==> config.mk <==
export PLATFORM = sky130hd
export DESIGN_NAME = extended_gcd_bezout
export DESIGN_NICKNAME = d
export VERILOG_FILES = /design/src/rtl/egcd_pkg.sv /design/src/rtl/egcd_ctrl.sv /design/src/rtl/egcd_dp.sv /design/src/rtl/extended_gcd_bezout.sv
export SDC_FILE = /design/constraint.sdc
export NUM_CORES = 1
export LEC_CHECK = 0
export ABC_CLOCK_PERIOD_IN_PS = 9410
export BUFFER_PORTS_ARGS = -buffer_cell sky130_fd_sc_hd__buf_4
export CAP_MARGIN = 10
export CORE_MARGIN = 5
export CORE_UTILIZATION = 30
export DETAILED_ROUTE_END_ITERATION = 8
export SYNTH_ARGS = -nofsm -noshare
export SYNTH_HDL_FRONTEND = slang
export SYNTH_HIERARCHICAL = 1
export SYNTH_SLANG_ARGS = --single-unit
==> constraint.sdc <==
create_clock -name clk -period 9.41 [get_ports clk]
set_input_delay 1.4115 -clock clk [delete_from_list [all_inputs] [get_ports clk]]
set_output_delay 1.4115 -clock clk [all_outputs]
set_load 0.02 [all_outputs]
==> src/rtl/egcd_pkg.sv <==
// Shared command and status types for the extended gcd controller and datapath.
package egcd_pkg;

	typedef struct packed {
		logic load;     // take a new operand pair
		logic init;     // start one remainder step
		logic align;    // shift divisor left by one
		logic sub;      // one shift-subtract quotient bit
		logic capture;  // move result into the output word register
	} egcd_cmd_t;

	typedef struct packed {
		logic r1_zero;     // current divisor is zero, recurrence finished
		logic align_more;  // doubled divisor still fits under the remainder
		logic cnt_zero;    // last quotient bit of this step
	} egcd_sts_t;

endpackage

==> src/rtl/egcd_ctrl.sv <==
// Controller state machine for the extended gcd block.
module egcd_ctrl (
	input  logic                clk,
	input  logic                arst_n,
	input  logic                s_tvalid,
	output logic                s_tready,
	output logic                m_tvalid,
	input  logic                m_tready,
	output egcd_pkg::egcd_cmd_t cmd,
	input  egcd_pkg::egcd_sts_t sts
);
	import egcd_pkg::*;

	typedef enum logic [4:0] {
		ST_IDLE  = 5'b00001,
		ST_CHECK = 5'b00010,
		ST_ALIGN = 5'b00100,
		ST_SUB   = 5'b01000,
		ST_DONE  = 5'b10000
	} egcd_state_t;

	egcd_state_t state_q, state_d;
	logic        out_valid_q;

	assign s_tready = (state_q == ST_IDLE);
	assign m_tvalid = out_valid_q;

	always_comb begin
		state_d     = state_q;
		cmd         = '0;
		unique case (state_q)
			ST_IDLE: begin
				if (s_tvalid) begin
					cmd.load = 1'b1;
					state_d  = ST_CHECK;
				end
			end
			ST_CHECK: begin
				if (sts.r1_zero) begin
					state_d = ST_DONE;
				end else begin
					cmd.init = 1'b1;
					state_d  = ST_ALIGN;
				end
			end
			ST_ALIGN: begin
				if (sts.align_more) begin
					cmd.align = 1'b1;
				end else begin
					state_d = ST_SUB;
				end
			end
			ST_SUB: begin
				cmd.sub = 1'b1;
				if (sts.cnt_zero) begin
					state_d = ST_CHECK;
				end
			end
			ST_DONE: begin
				// output register free or draining this cycle
				if (!out_valid_q || m_tready) begin
					cmd.capture = 1'b1;
					state_d     = ST_IDLE;
				end
			end
			default: state_d = ST_IDLE;
		endcase
	end

	always_ff @(posedge clk or negedge arst_n) begin
		if (!arst_n) begin
			state_q     <= ST_IDLE;
			out_valid_q <= 1'b0;
		end else begin
			state_q <= state_d;
			if (cmd.capture) begin
				out_valid_q <= 1'b1;
			end else if (m_tready) begin
				out_valid_q <= 1'b0;
			end
		end
	end

endmodule

==> src/rtl/egcd_dp.sv <==
// Datapath for the extended gcd block: remainders, coefficients, shift-subtract divider.
module egcd_dp #(
	parameter int OPERAND_WIDTH = 32
) (
	input  logic                       clk,
	input  logic                       arst_n,
	input  egcd_pkg::egcd_cmd_t        cmd,
	output egcd_pkg::egcd_sts_t        sts,
	input  logic [OPERAND_WIDTH-2:0]   operand_a,
	input  logic [OPERAND_WIDTH-2:0]   operand_b,
	output logic [OPERAND_WIDTH-2:0]   divisor,
	output logic [OPERAND_WIDTH-1:0]   coef_a,
	output logic [OPERAND_WIDTH-1:0]   coef_b
);
	import egcd_pkg::*;

	localparam int W  = OPERAND_WIDTH;
	localparam int N  = OPERAND_WIDTH - 1;
	localparam int CW = $clog2(N);

	logic [N-1:0]  r0_q, r1_q, rem_q, dsh_q;
	logic [W-1:0]  x0_q, x1_q, y0_q, y1_q, px_q, py_q;
	logic [CW-1:0] cnt_q;
	logic [N-1:0]  div_q;
	logic [W-1:0]  coefa_q, coefb_q;

	logic          ge;
	logic [N-1:0]  rem_nx;
	logic [W-1:0]  px_nx, py_nx;

	// quotient bits arrive MSB first, so products build up by Horner
	assign ge     = (rem_q >= dsh_q);
	assign rem_nx = ge ? (rem_q - dsh_q) : rem_q;
	assign px_nx  = {px_q[W-2:0], 1'b0} + (ge ? x1_q : '0);
	assign py_nx  = {py_q[W-2:0], 1'b0} + (ge ? y1_q : '0);

	assign sts.r1_zero    = (r1_q == '0);
	assign sts.align_more = ({dsh_q, 1'b0} <= {1'b0, rem_q});
	assign sts.cnt_zero   = (cnt_q == '0);

	always_ff @(posedge clk) begin
		if (cmd.load) begin
			r0_q <= operand_a;
			r1_q <= operand_b;
			x0_q <= W'(1);
			x1_q <= '0;
			y0_q <= '0;
			y1_q <= W'(1);
		end
		if (cmd.init) begin
			rem_q <= r0_q;
			dsh_q <= r1_q;
			cnt_q <= '0;
			px_q  <= '0;
			py_q  <= '0;
		end
		if (cmd.align) begin
			dsh_q <= {dsh_q[N-2:0], 1'b0};
			cnt_q <= cnt_q + CW'(1);
		end
		if (cmd.sub) begin
			rem_q <= rem_nx;
			dsh_q <= {1'b0, dsh_q[N-1:1]};
			cnt_q <= cnt_q - CW'(1);
			px_q  <= px_nx;
			py_q  <= py_nx;
			if (sts.cnt_zero) begin
				r0_q <= r1_q;
				r1_q <= rem_nx;
				x0_q <= x1_q;
				x1_q <= x0_q - px_nx;
				y0_q <= y1_q;
				y1_q <= y0_q - py_nx;
			end
		end
		if (cmd.capture) begin
			div_q   <= r0_q;
			coefa_q <= x0_q;
			coefb_q <= y0_q;
		end
	end

	assign divisor = div_q;
	assign coef_a  = coefa_q;
	assign coef_b  = coefb_q;

	a_cmd_onehot: assert property (@(posedge clk) disable iff (!arst_n)
		$onehot0({cmd.load, cmd.init, cmd.align, cmd.sub, cmd.capture}))
		else $error("more than one datapath command at once");

	a_sub_nonzero: assert property (@(posedge clk) disable iff (!arst_n)
		cmd.sub |-> (dsh_q != '0))
		else $error("shift-subtract with zero divisor");

	a_align_fits: assert property (@(posedge clk) disable iff (!arst_n)
		cmd.align |-> (dsh_q <= rem_q))
		else $error("divisor aligned past the remainder");

	a_rem_shrinks: assert property (@(posedge clk) disable iff (!arst_n)
		(cmd.sub && sts.cnt_zero) |=> (r1_q < $past(r1_q)))
		else $error("remainder did not drop below divisor");

endmodule

==> src/rtl/extended_gcd_bezout.sv <==
// Top level of the extended gcd block with Bezout coefficients.
//
// channel  dir  fields (low bit first)
// s_*      in   tdata: operand_a, operand_b
// m_*      out  tdata: divisor, coef_a, coef_b
//
// One word in, one word out, one operand pair at a time. Each remainder step
// passes through check, align and shift-subtract, and each pair also passes
// through load, a final check and output; the shift-subtract divider sets the
// pace. Operands are 31 bits wide at the default width.
// Asynchronous reset clears the controller and the output valid.
// A stalled output word holds; a new pair is taken while it waits.
module extended_gcd_bezout #(
	parameter int OPERAND_WIDTH = 32
) (
	input  logic                  clk,
	input  logic                  arst_n,
	input  logic                  s_tvalid,
	output logic                  s_tready,
	input  logic [((2*(OPERAND_WIDTH-1)+7)/8)*8-1:0] s_tdata,  // operand_a, operand_b
	output logic                  m_tvalid,
	input  logic                  m_tready,
	output logic [((3*OPERAND_WIDTH-1+7)/8)*8-1:0]   m_tdata   // divisor, coef_a, coef_b
);
	import egcd_pkg::*;

	localparam int N  = OPERAND_WIDTH - 1;
	localparam int W  = OPERAND_WIDTH;
	localparam int DW = ((3*OPERAND_WIDTH-1+7)/8)*8;

	egcd_cmd_t     cmd;
	egcd_sts_t     sts;
	logic [N-1:0]  divisor;
	logic [W-1:0]  coef_a, coef_b;

	egcd_ctrl u_ctrl (
		.clk      (clk),
		.arst_n   (arst_n),
		.s_tvalid (s_tvalid),
		.s_tready (s_tready),
		.m_tvalid (m_tvalid),
		.m_tready (m_tready),
		.cmd      (cmd),
		.sts      (sts)
	);

	egcd_dp #(
		.OPERAND_WIDTH (OPERAND_WIDTH)
	) u_dp (
		.clk       (clk),
		.arst_n    (arst_n),
		.cmd       (cmd),
		.sts       (sts),
		.operand_a (s_tdata[N-1:0]),
		.operand_b (s_tdata[2*N-1:N]),
		.divisor   (divisor),
		.coef_a    (coef_a),
		.coef_b    (coef_b)
	);

	assign m_tdata = DW'({coef_b, coef_a, divisor});

endmodule
**Word-level counts from Yosys, hierarchy flattened**

Cells that the tools add are included.
W data, S select, Z words.

- Logic and storage cells: 93
- Output and inout port bits: 98
- Register bits: 420

- Add/subtract/negate cells: 7
- Equal/unequal tests: 9
- Reduce and logical (&&, ||, !) cells: 9
- Multiplexer cells: 49
- Order comparisons: 2

Operator list:

| kind | count |
|---|---|
| $mux W32 | 14 |
| $mux W31 | 14 |
| $add A32 B32 Y32 | 2 |
| $sub A32 B32 Y32 | 2 |
| $mux W5 | 8 |
| $le A32 B31 Y1 | 1 |
| $ge A31 B31 Y1 | 1 |
| $logic_not A31 Y1 | 1 |
| $sub A31 B31 Y31 | 1 |
| $mux W30 | 1 |
| $pmux W5 S5 | 1 |
| $mux W1 | 11 |
| $ne A2 B2 Y1 const B | 3 |
| $reduce_bool A2 Y1 | 3 |
| $add A5 B1 Y5 const B | 1 |
| $eq A5 B1 Y1 const B | 1 |
| $eq A5 B2 Y1 const B | 1 |
| $eq A5 B3 Y1 const B | 1 |
| $eq A5 B4 Y1 const B | 1 |
| $eq A5 B5 Y1 const B | 1 |
| $logic_not A5 Y1 | 1 |
| $sub A5 B1 Y5 const B | 1 |
| $reduce_and A4 Y1 | 1 |
| $reduce_bool A3 Y1 | 1 |
| other kinds (3) | 3 |

**Depth between registers and ports, before layout**

- Depth after elaboration: 6
- Mapped depth: 40
- Mapped depth without buffers: 38

**By module**

Netlist, hierarchy kept.

Modules (own cells, without submodules):

| module | cells each | sequential area each (sq um) | area each (sq um) | instances |
|---|---|---|---|---|
| egcd_dp | 2,642 | 10,520.1 | 24,760.0 | 1 |
| egcd_ctrl | 43 | 151.4 | 391.6 | 1 |
| extended_gcd_bezout | 2 | 0.0 | 11.3 | 1 |

**Least setup slack after synthesis**

No wires, ideal clock.

- Kind: register -> register
- From: register u_dp.dsh_q[1]
- To: register u_dp.y1_q[30]
- Period minus slack after synthesis: 8,212 ps
- Buffers on the path: 2
- Data required time: 9,288 ps
- Data arrival time: 8,090 ps
- Slack: 1,198 ps
- Cell stages (with the launch flop): 41
- Setup time: 122 ps
- Cell sequence: edfxtp_1 > inv_1 > ha_1 > nor2b_1 > o21ai_0 > a21boi_0 > o21ai_0 > a21oi_1 > o21ai_0 > a21oi_1 > nand3b_1 > nand3_1 > nand2_1 > o211ai_1 > nand2_1 > clkbuf_1 > clkbuf_1 > and2_1 > (+5 left out) > a21oi_1 > o21ai_0 > xnor2_1 > ha_1 > inv_1 > o21bai_1 > a41oi_1 > a31oi_1 > o41ai_2 > a21oi_1 > o211ai_1 > o221ai_1 > maj3_2 > o211a_1 > o311a_1 > a311oi_1 > mux2i_1 > a311o_1

- Word-level cells in the longest chain between the ends: 6

RTL lines:

| element | line | text |
|---|---|---|
| start, declared | egcd_dp.sv:21 | `logic [N-1:0] r0_q, r1_q, rem_q, dsh_q;` |
| start signal, assigned | egcd_dp.sv:52 | `dsh_q <= r1_q;` |
| start signal, assigned | egcd_dp.sv:58 | `dsh_q <= {dsh_q[N-2:0], 1'b0};` |
| start signal, assigned | egcd_dp.sv:63 | `dsh_q <= {1'b0, dsh_q[N-1:1]};` |
| $ge A31 B31 Y1 | egcd_dp.sv:32 | `assign ge = (rem_q >= dsh_q);` |
| $mux W32 | egcd_dp.sv:35 | `assign py_nx = {py_q[W-2:0], 1'b0} + (ge ? y1_q : '0);` |
| $add A32 B32 Y32 | egcd_dp.sv:35 |  |
| $sub A32 B32 Y32 | egcd_dp.sv:73 | `y1_q <= y0_q - py_nx;` |
| $mux W32 | egcd_dp.sv:67 | `if (sts.cnt_zero) begin` |
| $mux W32 | egcd_dp.sv:61 | `if (cmd.sub) begin` |
| end signal, assigned | egcd_dp.sv:73 |  |
| end, declared | egcd_dp.sv:22 | `logic [W-1:0] x0_q, x1_q, y0_q, y1_q, px_q, py_q;` |

No other way between the ends.
A chain may end at the register's enable or synchronous reset.

**Worst setup path in the final report**

Ends and elaborated chain as after synthesis.

==> flow_summary.yaml <==
drt:
  wl_per_cell_um: 16.5
  firstDrtPassIters: 5
  via_per_inst: 5.01
  vias: 19600
  detail_route.iter0.violations: 1053
  routed_wl_um: 64600
  postRouteAntennaNets: 0
  drc: 0
sta:
  finalCritPeriodShare: 0.923
  rsz0062_at_grt: "no"
  slew_headroom: 0.305
  worst_clock_skew_ns: 0.0300
  post-route-min-period_ns: 8.68
  tightest_slew_ns: 1.04
  setup_tns_ns: 0
  setup_viol: 0
  hold_violations: 0
  drv_slew: 0
  max_freq_mhz: 115
synthesis:
  yosysTopAreaCell: "edfxtp_1"
  yosys_most_used_dff: "edfxtp_1"
  ys_warn_count: 6
  synth_cells: 2687
  synthMostInstantiatedCell: "o21ai_0"
  ys_seq_elements: 420
  syn_area_um2: 25200
  synth_edf_count: 223
  seq_area_frac_synth: 0.424
  yosys-top-cells-area: "edfxtp_1, dfxtp_1, ha_1, o21ai_0, a21oi_1"
  syn_avg_cell_area_um2: 9.36
  syn_nets: 2915
  ys_top_cells_by_count: "o21ai_0, edfxtp_1, nand2_1"
  synthDominantCellAreaShare: 0.266
  async_reset_ff_frac: 0.0143
  ys_types: 105
clocking:
  cts_tree: "built"
  clkSlewWorstSetupHoldPaths_ns: 0.06
  clockRootBuffer: "clkbuf_16"
  clockBufferDepth: 3
  cts_sinks: 420
  cts.htree.levels: 2
  cts-buffers-inserted: 49
  clkLatencyLatePin_ns: 0.60
hold_path:
  holdCritPathClass: "reg2reg"
placed_design:
  io_buffers: 162
  gp_congestion: 0.841
  dp_hpwl_um: 45000
global_routing:
  antenna_found_initial: 2
  grt-ovfl-total: 0
  grt_max_degree: 186
  track_usage: 0.138
  grt_pass1_wl_um: 103000
  grt_pass1_vias: 19000
floorplan:
  coreArea_um2: 83400
  chipWidth_um: 300
  die_h_um: 300
  die_area_um2: 89800
  pin_count: 166
  initial_utilization: 0.302
  rows: 106
worst_setup_path:
  worstSetupEndpointType: "register"
  cpMostUsedCell: "a21oi_1"
  crit_path_top_delay_cell: "edfxtp_1"
  crit_type: "reg2reg"
  crit_path_max_fanout: 11
  required_ns: 9.89
  cp.arrival_ns: 9.16
  max_stage_delay_ns: 0.47
  worst_setup_path_start_kind: "register"
finish:
  final_core_util: 0.350
  area_delta_synth_final_pct: 15.9
  drive_above_1_share: 0.115
  finalNetCount: 3023
  num-fill-cells: 8455
flow_run:
  cap_viol_max_count: 0
power_and_ir_drop:
  powerDensity_nw_per_um2: 216
  irDropWorstVdd_uv: 143
  p_leak_uw: 0.0113
outcome:
  status: "completed"
cell families after synthesis:
family,Yosys count,share of synthesized area
buf+inv,258,0.0404
other cells,1,0.000149
simple gates,887,0.182
xor+xnor,139,0.0527
flops,420,0.424
mux,69,0.0275
compound gates,729,0.182
fa+ha+maj,184,0.0908
layout by cell type, fill, tap and decap left out, types with 67 or more instances in the layout:
cell	count
nand2b_1	84
buf_4	181
o21ai_0	241
ha_1	155
mux2i_1	67
edfxtp_1	223
nand2_1	219
xnor2_1	93
a21oi_1	180
dfxtp_1	191
inv_1	131
nor2_1	190
and2_1	87
repair_timing:
action | CTS | global route
endpoints found under the hold margin | 0 | 0
resized for setup | 0 | 5
buffers inserted | 0 | 2
setup endpoints to repair | 0 | 9
hold buffers | 0 | 0
worst paths after layout:
kind	startpoint	endpoint	slack, ns	cells after the start
worst max register to register	u_dp/dsh_q[1]$_DFFE_PP_	u_dp/y1_q[30]$_DFF_P_	0.73	40
min in group asynchronous	arst_n	u_ctrl/m_tvalid$_DFFE_PN0P_	0.62	1
worst min-delay path	u_dp/x0_q[24]$_DFF_P_	u_dp/coef_a[24]$_DFFE_PP_	0.43	0
worst min register to register	u_dp/x0_q[24]$_DFF_P_	u_dp/coef_a[24]$_DFFE_PP_	0.43	0
worst max-delay path	u_dp/dsh_q[1]$_DFFE_PP_	u_dp/y1_q[30]$_DFF_P_	0.73	40
max in group asynchronous	arst_n	u_ctrl/state_q[0]$_DFFE_PN1P_	8.59	1
sequential cells by signal, indices dropped and copies added (netlist names):
name / cells
u_ctrl/m_tvalid: 1
u_ctrl/state_q: 5
u_dp/cnt_q: 5
u_dp/coef_a: 32
u_dp/coef_b: 32
u_dp/divisor: 31
u_dp/dsh_q: 31
u_dp/px_q: 31
u_dp/py_q: 31
u_dp/r0_q: 31
u_dp/r1_q: 31
u_dp/rem_q: 31
u_dp/x0_q: 32
u_dp/x1_q: 32
u_dp/y0_q: 32
u_dp/y1_q: 32
cell type report:
type	count	area, µm²	share of cell area
Sequential cell	420	10700	0.366
Clock inverter	26	282	0.00965
Clock buffer	66	1450	0.0497
Antenna cell	1	2.50	0.0000858
Multi-Input combinational cell	2009	13500	0.464
Inverter	133	499	0.0171
Timing Repair Buffer	182	1380	0.0473
Tap cell	1080	1350	0.0463
per-layer routing:
metal  vias up  GRT usage  part of all wire
met5         -          0           0.00042
met4         4     0.0320             0.019
met3        79     0.0238             0.041
met2       288      0.229              0.45
met1      9320      0.191              0.49
li1       9946          -                 -
metrics by stage:
step                power, µW  std cells  worst slack (ns)  cell area, µm²  hold WS [ns]
global placement         4280       3822             0.243           27400         0.417
detailed placement       4300       3822             0.109           27400         0.413
floorplan                3780       2687              1.20           25200         0.406
CTS                      6390       3914            0.0589           29100         0.428
finish                   6310       3917             0.728           29200         0.426
global route             6720       3916           0.00620           29200         0.434
critical path, delay by kind of cell (launching register included):
kind / cells / cell delay (ns)
AOI/OAI and AO/OA: 22 / 4.63
xor gates and xnor gates: 1 / 0.26
adders and majority gates: 5 / 1.56
buffers and inverters: 4 / 0.53
DFF: 1 / 0.47
muxes: 1 / 0.11
and+or+nand+nor: 7 / 1.00
power by group:
group / total (µW) / internal [µW] / switching [µW]
logic: 1780 / 715 / 1060
clock network: 2040 / 1220 / 816
registers: 2490 / 2260 / 226
Power figures use the tool's default switching activity.
